**src/hdl/shs_pkg.sv**
```systemverilog
`timescale 1ns / 1ps
`default_nettype none
// ---------------------------------------------------------------------------
// shs_pkg
// Types, constants and round functions shared by the SHA-256 stream hasher.
// ---------------------------------------------------------------------------
package shs_pkg;

   localparam int CountWidth = 61;
   localparam logic [CountWidth-1:0] COUNT_MAX = {CountWidth{1'b1}};
   localparam logic [5:0] LAST_PAD_POS = 6'd55;
   localparam logic [7:0] PAD_BYTE = 8'h80;

   typedef struct packed {
      logic [7:0] data_byte;
      logic       has_byte;
      logic       end_of_message;
   } req_type;

   typedef struct packed {
      logic [31:0] digest_word;
      logic [2:0]  word_number;
      logic        final_word;
      logic        length_error;
   } rsp_type;

   function automatic logic [31:0] rotr(input logic [31:0] x, input int n);
      rotr = (x >> n) | (x << (32 - n));
   endfunction

   function automatic logic [31:0] small_s0(input logic [31:0] x);
      small_s0 = rotr(x, 7) ^ rotr(x, 18) ^ (x >> 3);
   endfunction

   function automatic logic [31:0] small_s1(input logic [31:0] x);
      small_s1 = rotr(x, 17) ^ rotr(x, 19) ^ (x >> 10);
   endfunction

   function automatic logic [31:0] big_s0(input logic [31:0] x);
      big_s0 = rotr(x, 2) ^ rotr(x, 13) ^ rotr(x, 22);
   endfunction

   function automatic logic [31:0] big_s1(input logic [31:0] x);
      big_s1 = rotr(x, 6) ^ rotr(x, 11) ^ rotr(x, 25);
   endfunction

   function automatic logic [31:0] put_byte(input logic [31:0] word, input logic [1:0] pos,
                                            input logic [7:0] value);
      logic [31:0] r;
      r = word;
      case (pos)
         2'd0: r[31:24] = value;
         2'd1: r[23:16] = value;
         2'd2: r[15:8]  = value;
         default: r[7:0] = value;
      endcase
      put_byte = r;
   endfunction

   function automatic logic [31:0] init_hash(input logic [2:0] idx);
      case (idx)
         3'd0: init_hash = 32'h6a09e667;
         3'd1: init_hash = 32'hbb67ae85;
         3'd2: init_hash = 32'h3c6ef372;
         3'd3: init_hash = 32'ha54ff53a;
         3'd4: init_hash = 32'h510e527f;
         3'd5: init_hash = 32'h9b05688c;
         3'd6: init_hash = 32'h1f83d9ab;
         default: init_hash = 32'h5be0cd19;
      endcase
   endfunction

   function automatic logic [31:0] round_key(input logic [5:0] idx);
      case (idx)
         6'd0:  round_key = 32'h428a2f98;  6'd1:  round_key = 32'h71374491;
         6'd2:  round_key = 32'hb5c0fbcf;  6'd3:  round_key = 32'he9b5dba5;
         6'd4:  round_key = 32'h3956c25b;  6'd5:  round_key = 32'h59f111f1;
         6'd6:  round_key = 32'h923f82a4;  6'd7:  round_key = 32'hab1c5ed5;
         6'd8:  round_key = 32'hd807aa98;  6'd9:  round_key = 32'h12835b01;
         6'd10: round_key = 32'h243185be;  6'd11: round_key = 32'h550c7dc3;
         6'd12: round_key = 32'h72be5d74;  6'd13: round_key = 32'h80deb1fe;
         6'd14: round_key = 32'h9bdc06a7;  6'd15: round_key = 32'hc19bf174;
         6'd16: round_key = 32'he49b69c1;  6'd17: round_key = 32'hefbe4786;
         6'd18: round_key = 32'h0fc19dc6;  6'd19: round_key = 32'h240ca1cc;
         6'd20: round_key = 32'h2de92c6f;  6'd21: round_key = 32'h4a7484aa;
         6'd22: round_key = 32'h5cb0a9dc;  6'd23: round_key = 32'h76f988da;
         6'd24: round_key = 32'h983e5152;  6'd25: round_key = 32'ha831c66d;
         6'd26: round_key = 32'hb00327c8;  6'd27: round_key = 32'hbf597fc7;
         6'd28: round_key = 32'hc6e00bf3;  6'd29: round_key = 32'hd5a79147;
         6'd30: round_key = 32'h06ca6351;  6'd31: round_key = 32'h14292967;
         6'd32: round_key = 32'h27b70a85;  6'd33: round_key = 32'h2e1b2138;
         6'd34: round_key = 32'h4d2c6dfc;  6'd35: round_key = 32'h53380d13;
         6'd36: round_key = 32'h650a7354;  6'd37: round_key = 32'h766a0abb;
         6'd38: round_key = 32'h81c2c92e;  6'd39: round_key = 32'h92722c85;
         6'd40: round_key = 32'ha2bfe8a1;  6'd41: round_key = 32'ha81a664b;
         6'd42: round_key = 32'hc24b8b70;  6'd43: round_key = 32'hc76c51a3;
         6'd44: round_key = 32'hd192e819;  6'd45: round_key = 32'hd6990624;
         6'd46: round_key = 32'hf40e3585;  6'd47: round_key = 32'h106aa070;
         6'd48: round_key = 32'h19a4c116;  6'd49: round_key = 32'h1e376c08;
         6'd50: round_key = 32'h2748774c;  6'd51: round_key = 32'h34b0bcb5;
         6'd52: round_key = 32'h391c0cb3;  6'd53: round_key = 32'h4ed8aa4a;
         6'd54: round_key = 32'h5b9cca4f;  6'd55: round_key = 32'h682e6ff3;
         6'd56: round_key = 32'h748f82ee;  6'd57: round_key = 32'h78a5636f;
         6'd58: round_key = 32'h84c87814;  6'd59: round_key = 32'h8cc70208;
         6'd60: round_key = 32'h90befffa;  6'd61: round_key = 32'ha4506ceb;
         6'd62: round_key = 32'hbef9a3f7;  default: round_key = 32'hc67178f2;
      endcase
   endfunction

endpackage
`default_nettype wire

```
**src/hdl/shs_ram.sv**
```systemverilog
`timescale 1ns / 1ps
`default_nettype none
// ---------------------------------------------------------------------------
// shs_ram
// Single write port, single read port synchronous RAM, registered read data.
// ---------------------------------------------------------------------------
module shs_ram #(
   parameter int Depth = 16,
   parameter int Width = 32,
   localparam int AddrWidth = $clog2(Depth)
) (
   input  wire                  clock,
   input  wire                  wr_en,
   input  wire [AddrWidth-1:0]  wr_addr,
   input  wire [Width-1:0]      wr_data,
   input  wire                  rd_en,
   input  wire [AddrWidth-1:0]  rd_addr,
   output logic [Width-1:0]     rd_data
);

   logic [Width-1:0] mem [Depth];

   always_ff @(posedge clock) begin
      if (wr_en) begin
         mem[wr_addr] <= wr_data;
      end
      if (rd_en) begin
         rd_data <= mem[rd_addr];
      end
   end

endmodule
`default_nettype wire

```
**src/hdl/sha256_stream_hasher.sv**
```systemverilog
// A byte that fills no block and ends no message leaves the hasher idle; a block compression
// runs a load pass, the rounds and an update pass; a digest adds the padding and length writes,
// one or two compressions, then a chain read and an output beat per digest word plus any output stall.
// Throughput is set by the one-round-per-cycle loop, fed from the block and chain memories.
// Reset: synchronous; a clearing pass then writes the block memory to zero and the
// chain memory to the initial hash value before the first byte is taken.
`timescale 1ns / 1ps
`default_nettype none
// ---------------------------------------------------------------------------
// sha256_stream_hasher
// SHA-256 over a byte stream, block and chain value held in RAM.
// ---------------------------------------------------------------------------
module sha256_stream_hasher
   import shs_pkg::*;
(
   input  wire          clock,
   input  wire          reset,
   input  wire          req_valid,
   output logic         req_stall,
   input  wire req_type req_payload,
   output logic         rsp_valid,
   input  wire          rsp_stall,
   output rsp_type      rsp_payload
);

   localparam logic [3:0] ST_INIT   = 4'd0;
   localparam logic [3:0] ST_IDLE   = 4'd1;
   localparam logic [3:0] ST_LOAD   = 4'd2;
   localparam logic [3:0] ST_ROUND  = 4'd3;
   localparam logic [3:0] ST_UPDATE = 4'd4;
   localparam logic [3:0] ST_PAD    = 4'd5;
   localparam logic [3:0] ST_LEN_HI = 4'd6;
   localparam logic [3:0] ST_LEN_LO = 4'd7;
   localparam logic [3:0] ST_DREAD  = 4'd8;
   localparam logic [3:0] ST_DOUT   = 4'd9;

   logic [3:0] state_ff, state_in, ret_ff, ret_in;
   logic [6:0] cnt_ff, cnt_in;
   logic fin_ff, fin_in, ovf_ff, ovf_in;
   logic [CountWidth-1:0] count_ff, count_in;
   logic [31:0] acc_ff, acc_in;
   logic [31:0] var_ff [8];
   logic [31:0] var_in [8];
   logic [31:0] w_ff [16];
   logic [31:0] w_in [16];

   logic        buf_we, buf_re, chn_we, chn_re;
   logic [3:0]  buf_waddr, buf_raddr;
   logic [2:0]  chn_waddr, chn_raddr;
   logic [31:0] buf_wdata, buf_rdata, chn_wdata, chn_rdata;

   shs_ram #(.Depth(16), .Width(32)) u_block (
      .clock(clock), .wr_en(buf_we), .wr_addr(buf_waddr), .wr_data(buf_wdata),
      .rd_en(buf_re), .rd_addr(buf_raddr), .rd_data(buf_rdata)
   );

   shs_ram #(.Depth(8), .Width(32)) u_chain (
      .clock(clock), .wr_en(chn_we), .wr_addr(chn_waddr), .wr_data(chn_wdata),
      .rd_en(chn_re), .rd_addr(chn_raddr), .rd_data(chn_rdata)
   );

   logic        accept;
   logic [5:0]  pos;
   logic [31:0] t1, t2, wnew, byte_word, pad_word;
   logic [2:0]  upd_idx;

   assign req_stall = (state_ff != ST_IDLE);
   assign accept    = req_valid && !req_stall;
   assign rsp_valid = (state_ff == ST_DOUT);
   assign pos       = count_ff[5:0];
   assign upd_idx   = 3'(cnt_ff - 7'd1);

   always_comb begin
      rsp_payload.digest_word  = chn_rdata;
      rsp_payload.word_number  = cnt_ff[2:0];
      rsp_payload.final_word   = (cnt_ff[2:0] == 3'd7);
      rsp_payload.length_error = ovf_ff;
   end

   assign t1 = var_ff[7] + big_s1(var_ff[4]) + ((var_ff[4] & var_ff[5]) ^ (~var_ff[4] & var_ff[6]))
             + round_key(cnt_ff[5:0]) + w_ff[0];
   assign t2 = big_s0(var_ff[0])
             + ((var_ff[0] & var_ff[1]) ^ (var_ff[0] & var_ff[2]) ^ (var_ff[1] & var_ff[2]));
   assign wnew = w_ff[0] + small_s0(w_ff[1]) + w_ff[9] + small_s1(w_ff[14]);
   assign byte_word = put_byte(acc_ff, pos[1:0], req_payload.data_byte);
   assign pad_word  = put_byte(acc_ff, pos[1:0], PAD_BYTE);

   always_comb begin
      state_in = state_ff;
      ret_in   = ret_ff;
      cnt_in   = cnt_ff;
      fin_in   = fin_ff;
      ovf_in   = ovf_ff;
      count_in = count_ff;
      acc_in   = acc_ff;
      var_in   = var_ff;
      w_in     = w_ff;
      buf_we = 1'b0; buf_waddr = cnt_ff[3:0]; buf_wdata = '0;
      buf_re = 1'b0; buf_raddr = cnt_ff[3:0];
      chn_we = 1'b0; chn_waddr = cnt_ff[2:0]; chn_wdata = init_hash(cnt_ff[2:0]);
      chn_re = 1'b0; chn_raddr = cnt_ff[2:0];
      case (state_ff)
         ST_INIT: begin
            buf_we = 1'b1;
            chn_we = 1'b1;
            cnt_in = cnt_ff + 7'd1;
            if (cnt_ff == 7'd15) begin
               cnt_in   = '0;
               state_in = ST_IDLE;
            end
         end
         ST_IDLE: begin
            if (accept) begin
               fin_in = req_payload.end_of_message;
               if (req_payload.end_of_message) begin
                  state_in = ST_PAD;
               end
               if (req_payload.has_byte) begin
                  if (count_ff == COUNT_MAX) begin
                     ovf_in = 1'b1;
                  end else begin
                     count_in = count_ff + CountWidth'(1);
                     acc_in   = byte_word;
                     if (pos[1:0] == 2'd3) begin
                        buf_we    = 1'b1;
                        buf_waddr = pos[5:2];
                        buf_wdata = byte_word;
                        acc_in    = '0;
                     end
                     if (pos == 6'd63) begin
                        ret_in   = req_payload.end_of_message ? ST_PAD : ST_IDLE;
                        cnt_in   = '0;
                        state_in = ST_LOAD;
                     end
                  end
               end
            end
         end
         ST_PAD: begin
            buf_we    = 1'b1;
            buf_waddr = pos[5:2];
            buf_wdata = pad_word;
            acc_in    = '0;
            if (pos > LAST_PAD_POS) begin
               ret_in   = ST_LEN_HI;
               cnt_in   = '0;
               state_in = ST_LOAD;
            end else begin
               state_in = ST_LEN_HI;
            end
         end
         ST_LEN_HI: begin
            buf_we    = 1'b1;
            buf_waddr = 4'd14;
            buf_wdata = count_ff[60:29];
            state_in  = ST_LEN_LO;
         end
         ST_LEN_LO: begin
            buf_we    = 1'b1;
            buf_waddr = 4'd15;
            buf_wdata = {count_ff[28:0], 3'b000};
            ret_in    = ST_DREAD;
            cnt_in    = '0;
            state_in  = ST_LOAD;
         end
         ST_LOAD: begin
            // read block word and clear it behind the read
            buf_re = (cnt_ff < 7'd16);
            buf_we = (cnt_ff < 7'd16);
            chn_re = (cnt_ff < 7'd8);
            if (cnt_ff >= 7'd1) begin
               for (int i = 0; i < 15; i++) begin
                  w_in[i] = w_ff[i+1];
               end
               w_in[15] = buf_rdata;
            end
            if (cnt_ff >= 7'd1 && cnt_ff <= 7'd8) begin
               var_in[upd_idx] = chn_rdata;
            end
            cnt_in = cnt_ff + 7'd1;
            if (cnt_ff == 7'd16) begin
               cnt_in   = '0;
               state_in = ST_ROUND;
            end
         end
         ST_ROUND: begin
            var_in[7] = var_ff[6];
            var_in[6] = var_ff[5];
            var_in[5] = var_ff[4];
            var_in[4] = var_ff[3] + t1;
            var_in[3] = var_ff[2];
            var_in[2] = var_ff[1];
            var_in[1] = var_ff[0];
            var_in[0] = t1 + t2;
            for (int i = 0; i < 15; i++) begin
               w_in[i] = w_ff[i+1];
            end
            w_in[15] = wnew;
            cnt_in = cnt_ff + 7'd1;
            if (cnt_ff == 7'd63) begin
               cnt_in   = '0;
               state_in = ST_UPDATE;
            end
         end
         ST_UPDATE: begin
            chn_re = (cnt_ff < 7'd8);
            if (cnt_ff >= 7'd1) begin
               chn_we    = 1'b1;
               chn_waddr = upd_idx;
               chn_wdata = chn_rdata + var_ff[upd_idx];
            end
            cnt_in = cnt_ff + 7'd1;
            if (cnt_ff == 7'd8) begin
               cnt_in   = '0;
               state_in = (ret_ff == ST_IDLE && fin_ff) ? ST_PAD : ret_ff;
            end
         end
         ST_DREAD: begin
            chn_re   = 1'b1;
            chn_we   = 1'b1;
            state_in = ST_DOUT;
         end
         ST_DOUT: begin
            if (!rsp_stall) begin
               if (cnt_ff[2:0] == 3'd7) begin
                  cnt_in   = '0;
                  count_in = '0;
                  ovf_in   = 1'b0;
                  fin_in   = 1'b0;
                  acc_in   = '0;
                  state_in = ST_IDLE;
               end else begin
                  cnt_in   = cnt_ff + 7'd1;
                  state_in = ST_DREAD;
               end
            end
         end
         default: begin
            state_in = ST_INIT;
            cnt_in   = '0;
         end
      endcase
   end

   always_ff @(posedge clock) begin
      if (reset) begin
         state_ff <= ST_INIT;
         ret_ff   <= ST_IDLE;
         cnt_ff   <= '0;
         fin_ff   <= 1'b0;
         ovf_ff   <= 1'b0;
         count_ff <= '0;
         acc_ff   <= '0;
      end else begin
         state_ff <= state_in;
         ret_ff   <= ret_in;
         cnt_ff   <= cnt_in;
         fin_ff   <= fin_in;
         ovf_ff   <= ovf_in;
         count_ff <= count_in;
         acc_ff   <= acc_in;
      end
      var_ff <= var_in;
      w_ff   <= w_in;
   end

endmodule
`default_nettype wire

```
**config.mk**
```make
export PLATFORM = sky130hd
export DESIGN_NAME = sha256_stream_hasher
export DESIGN_NICKNAME = d
export VERILOG_FILES = /design/src/hdl/shs_pkg.sv /design/src/hdl/shs_ram.sv /design/src/hdl/sha256_stream_hasher.sv
export SDC_FILE = /design/constraint.sdc
export NUM_CORES = 2
export LEC_CHECK = 0
export BUFFER_PORTS_ARGS = -buffer_cell sky130_fd_sc_hd__buf_2
export CAP_MARGIN = 20
export CELL_PAD_IN_SITES_DETAIL_PLACEMENT = 0
export CELL_PAD_IN_SITES_GLOBAL_PLACEMENT = 1
export CORE_MARGIN = 5
export CORE_UTILIZATION = 57
export DETAILED_ROUTE_END_ITERATION = 7
export MAX_ROUTING_LAYER = met4
export PLACE_DENSITY = 0.89
export SKIP_CTS_REPAIR_TIMING = 1
export SLEW_MARGIN = 20
export SYNTH_ARGS = -nofsm -noshare
export SYNTH_HDL_FRONTEND = slang
export SYNTH_SLANG_ARGS = --single-unit
```
**constraint.sdc**
```tcl
create_clock -name clock -period 97 [get_ports clock]
set_input_delay 9.7 -clock clock [delete_from_list [all_inputs] [get_ports clock]]
set_output_delay 9.7 -clock clock [all_outputs]
set_load 0.03 [all_outputs]
```
**Yosys cells after proc, flatten, opt, wreduce, memory -nomap -nowiden**

Memories as Yosys holds them, arrays and structs flattened. A register that Yosys moved wholly into a read port is not among the register bits.
Cells that the tools add are included.

- Memories: 3
- Memory bits (read-only): 2048
- Memory bits (writable): 768
- Latch bits: 0
- Bits in registers: 878

- Add/subtract/negate cells: 14
- Reduce and logical (&&, ||, !) cells: 26
- Equality and inequality tests: 41
- Bitwise gates (word level): 29
- Divide/modulo/power cells: 0
- Multiplexer cells: 102
- $mul: 0
- Order comparisons: 7
- Shift-type cells: 0

Memory list:

| name | depth | width | read ports | clocked after Yosys merged registers in | write ports | line | RTL |
|---|---|---|---|---|---|---|---|
| (name not given) | 64 | 32 | 1 | 1 | 0 | shs_pkg.sv:74 | `case (idx)` |
| u_block.mem | 16 | 32 | 1 | 1 | 1 | shs_ram.sv:21 | `logic [Width-1:0] mem [Depth];` |
| u_chain.mem | 8 | 32 | 1 | 1 | 1 | shs_ram.sv:21 |  |

Operators with widths:

| operator | count |
|---|---|
| 512-bit case mux with 2 select lines | 1 |
| 512-bit two-way mux | 1 |
| 256-bit case mux with 2 select lines | 1 |
| 32-bit two-way mux | 15 |
| 32-bit adder | 11 |
| 61-bit two-way mux | 5 |
| 32-bit bitwise XOR | 9 |
| 256-bit bitwise mux | 1 |
| 256-bit two-way mux | 1 |
| 32-bit case mux with 7 select lines | 1 |
| 32-bit AND | 5 |
| 32-bit case mux with 4 select lines | 1 |
| 61-bit case mux with 2 select lines | 1 |
| 32-bit binary-select mux with 3-bit select | 1 |
| 32-bit demux with 3-bit select | 1 |
| 32-bit case mux with 3 select lines | 1 |
| 4-bit two-way mux | 21 |
| 7-bit two-way mux | 11 |
| 8-bit two-way mux | 8 |
| 61-bit by 1-bit adder with 61-bit output, second input constant | 1 |
| 61-bit equality test, second input constant | 1 |
| 7-bit case mux with 8 select lines | 1 |
| 4-bit case mux with 10 select lines | 1 |
| 32-bit inverter | 1 |
| 60 further kinds | 118 |

**Depth between registers and ports, before layout**

- Depth in word-level cells: 9
- Mapped depth: 33
- Mapped depth without buffers: 32

**Hierarchy**

Synthesis repeated with hierarchy kept, for this count alone.

- Cell total of the unflattened synthesis: 6211
- Area total of the unflattened synthesis: 83889.2 µm²

By module, submodules not included:

| module | instances | area an instance (µm²) | cells each |
|---|---|---|---|
| sha256_stream_hasher | 1 | 52947.0 | 4958 |
| shs_ram (u_block) | 1 | 20155.6 | 838 |
| shs_ram (u_chain) | 1 | 10786.6 | 415 |

**Worst setup path after synthesis**

No wires, ideal clock.

- Path type: reg-to-reg
- Start point: reg cnt_ff[1]
- End point: reg var_ff[0] (netlist bit) (enable)
- Stages on the path, launching flop included: 14
- Data arrival time: 46422 ps
- Period minus slack after synthesis: 46854 ps
- Slack: 50146 ps
- Path through: dfxtp_1 -> clkbuf_1 -> clkbuf_1 -> buf_1 -> inv_1 -> clkbuf_1 -> buf_1 -> ha_1 -> nor4_1 -> nand3_1 -> nor2_1 -> nor3_1 -> nand2_1 -> a21oi_1

- Cells in the longest elaborated chain, start to end: 4
- Elaborated cells between the ends (all ways): 5
- Those cells by class: order compare (2); eq/ne (1); reduce/logical (2)

RTL lines:

| item | line | RTL |
|---|---|---|
| start, declared | sha256_stream_hasher.sv:38 | `logic [6:0] cnt_ff, cnt_in;` |
| start signal, assigned | sha256_stream_hasher.sv:257 | `cnt_ff <= cnt_in;` |
| 7-bit by 1-bit >= comparator with 1-bit output / 7-bit by 4-bit <= comparator with 1-bit output (equally long branches) | sha256_stream_hasher.sv:177 | `if (cnt_ff >= 7'd1 && cnt_ff <= 7'd8) begin` |
| 1-bit logical AND (*) | sha256_stream_hasher.sv:177 |  |
| 2-bit != test (no source line) (*) | - |  |
| 2-bit AND reduction (no source line) (*) | - |  |
| end signal, assigned | sha256_stream_hasher.sv:263 | `var_ff <= var_in;` |
| end, declared | sha256_stream_hasher.sv:42 | `logic [31:0] var_ff [8];` |

Every way passes the cells marked *; elsewhere a longest branch is shown, timed or not.
A chain may end at the register's enable or synchronous reset.

==> metrics <==
status=finished, violations left; failing checks=design-rule violations; synth warn=0; fmax=0.07451 GHz; Post-DP HPWL=173,700 µm; synthesis-to-layout area growth=10.36%; Crit. End Element=flop; Post-synth ARST share=0%; DRT iter0 DRCs=between 7,000 and 8,000; CTS buffer count=roughly 180; setup TNS=0 ps; Setup-failing EPs final=0; CTS clk-pin slew, worst paths=approximately 70 ps; maxcap violations=0; synthesized area per cell=13.38 µm²; Critical Path Start Type=input pin; DRT Pass-1 Iters=8; syn_nets=6,655; largest fanout on the critical path=20; Cells after DPL=8,006; worst-skew pair later-pin latency=850 ps; RSZ-0062 raised after global routing=false; final instance area=between 90,000 and 100,000 µm²; largest net degree at the start of global routing=220; Fill cells=10,590; Least-Margin Pin Slew=1181 ps; GP Congestion=0.9728; post-synthesis cell count=6,268; Final nets=~6,700; Crit path required time=around 100,000 ps; Global Route met1 Usage=46.04%; gr busiest metal=met2; initial antenna violation count=14; die height=393.6 µm; Total Wirelength=257,600 µm; CP arrival=14,070 ps; share of layout cells above drive strength 1=approximately an eighth; Final Skew=86.72 ps; fin cells=8,341; met3 Usage GRT=9.068%; Final Hold Fails=0; DR vias=54,640; GRT Total Usage=33.71%; Core Region=between 100,000 and 150,000 µm²; CTS H-Tree Depth=4; Initial Util=57.47%; Root Driver=clkbuf_16; placed cell areas=86,570 µm²; Slew Viols, Final=0; register area share after synthesis=around 61%; Horiz. Die Dim=393.6 µm; Hold Path Depth=0; remaining global-route overflow=0; post-synth cell types=96; CTS tree=done; Most used DFF post-synth=edfxtp_1; num rows=140; port bufs=52; global-route wire length before repair=371,200 µm; Tcrit/Tclk final=13.84%; hold crit path type=reg -> reg; Peak supply drop=29.25 µV; number of global-route vias before repair=53,160; Post-synth EDFFs=between 1,500 and 2,000; slew margin rel.=21.28%; r2r worst-path depth=29; Yosys reg bits=1,742; Pwr per Cell Area=31.41 nW/µm²; # IOs=53; Cell Area, Synth=about 84,000 µm²; met2 usage in global routing=49.33%; die area=154,900 µm²; Pleak=32.62 nW; min Tclk post-route=13,420 ps; Setup CP Type=in -> reg; Avg WL per Cell=around 31 µm; post-route ant nets=0; DR vias/cell=between 6 and 7; Clock Path Buffers=3; clock sink count=roughly 1,700; DR DRC count=9
==> metal layers <==
layer	wire length [µm]	vias up
met5	0	-
met3	31500	563
met1	100600	27260
met4	10780	0
met2	114700	3653
li1	-	23160
==> path summary, 6_finish.rpt <==
kind | to | slack, ps | from
worst max-delay path | flop | 83580 | req_valid
worst min-delay path | w_ff[268]$_DFFE_PP_ | 400 | w_ff[236]$_DFFE_PP_
worst max register to register | var_ff[255]$_DFFE_PP_ | 87300 | var_ff[108]$_DFFE_PP_
worst min register to register | w_ff[268]$_DFFE_PP_ | 400 | w_ff[236]$_DFFE_PP_
==> power breakdown <==
part / internal (mW) / leakage [nW] / switching [mW]
registers: 0.917 / 15.8 / 0.0334
logic: 0.450 / 14.0 / 0.814
clock network: 0.388 / 2.79 / 0.305
total: 1.75 / 32.6 / 1.15
==> stage by stage <==
| stage | setup slack (ps) | utilization [%] | hold WS [ps] | power (mW) |
|---|---|---|---|---|
| floorplan | 50150 | - | 400.3 | 1.776 |
| global placement | 82850 | 59.15 | 400.1 | 2.148 |
| detailed placement | 82900 | 59.33 | 404.5 | 2.175 |
| CTS | 83740 | 63.32 | 390.6 | 2.874 |
| global route | 83490 | 63.42 | 402.3 | 3.031 |
| finish | 83580 | 63.42 | 396.1 | 2.907 |
==> layout make-up <==
class / count / area [µm²] / share of cell area (%)
multi-input cells: 3716 / 30230 / 32.66
clock inverters: 103 / 1249 / 1.349
repair buffers: 160 / 1379 / 1.490
well taps: 1917 / 2399 / 2.592
inverters: 475 / 1783 / 1.927
flip-flops and latches: 1742 / 50900 / 55.00
diodes: 13 / 32.53 / 0.03515
clock buffers: 215 / 4572 / 4.940
==> flip-flops by register name, summed over array words and instances (netlist names), named ones only <==
register,cells
u_block.mem,512
w_ff,512
u_chain.mem,256
var_ff,256
count_ff,61
acc_ff,32
u_block.rd_data,32
u_chain.rd_data,32
cnt_ff,7
ret_ff,4
state_ff,4
fin_ff,1
ovf_ff,1
==> cell families (layout without fill, tap and decap cells) <==
kind of cell,after synthesis,after routing,synth area share (%)
AO/OA/AOI/OAI,1262,1262,9.677
adder cells (fa/ha/maj),375,375,7.273
flip-flops,1742,1742,60.69
XOR/XNOR,450,450,4.733
buffers and inverters,810,953,3.726
other,0,13,0
multiplexers,264,264,6.536
AND/OR/NAND/NOR,1365,1365,7.368
==> critical path, stage by stage <==
cell      delay (ps)
buf_2            130
nor2b_1           60
o22ai_1          150
o221ai_1         200
a21o_4           290
o31ai_1          450
nand2_1          110
buf_4            210
inv_1            230
buf_4            370
ha_1             660
and2_1           580
nor2_1           160
nor3_1           600
nor3_1           140
==> placed cells by master (no fill, tap or decap), types with 36 or more instances in the layout <==
cell type	Yosys	routed
a21o_1	80	80
a21oi_1	227	219
a22oi_1	160	160
and3_1	36	36
buf_2	22	52
buf_4	11	88
clkbuf_1	248	38
clkbuf_16	0	177
dfxtp_1	142	139
edfxtp_1	1600	1600
fa_1	188	188
ha_1	185	185
inv_1	470	469
mux4_2	224	224
nand2_1	612	606
nand3_1	78	78
nand4_1	60	60
nor2_1	303	274
nor3_1	80	76
o21ai_0	385	384
o22ai_1	80	80
xnor2_1	238	237
xor2_1	210	210
==> synth_stat cells (29+ instances only) <==
cell type | number | area (µm²)
a211oi_1 | 36 | 270.3
a21o_1 | 80 | 600.6
a21oi_1 | 227 | 1136
a22oi_1 | 160 | 1201
and2_1 | 34 | 212.7
and3_1 | 36 | 225.2
buf_1 | 52 | 195.2
clkbuf_1 | 248 | 930.9
dfxtp_1 | 142 | 2843
edfxtp_1 | 1600 | 48050
fa_1 | 188 | 3764
ha_1 | 185 | 2315
inv_1 | 470 | 1764
mux4_2 | 224 | 5045
nand2_1 | 612 | 2297
nand2b_1 | 34 | 212.7
nand3_1 | 78 | 390.4
nand4_1 | 60 | 375.4
nor2_1 | 303 | 1137
nor3_1 | 80 | 400.4
o21a_1 | 29 | 217.7
o21ai_0 | 385 | 1927
o22ai_1 | 80 | 500.5
or3_1 | 33 | 206.5
xnor2_1 | 238 | 2085
xor2_1 | 210 | 1839
Power figures use the tool's default switching activity.
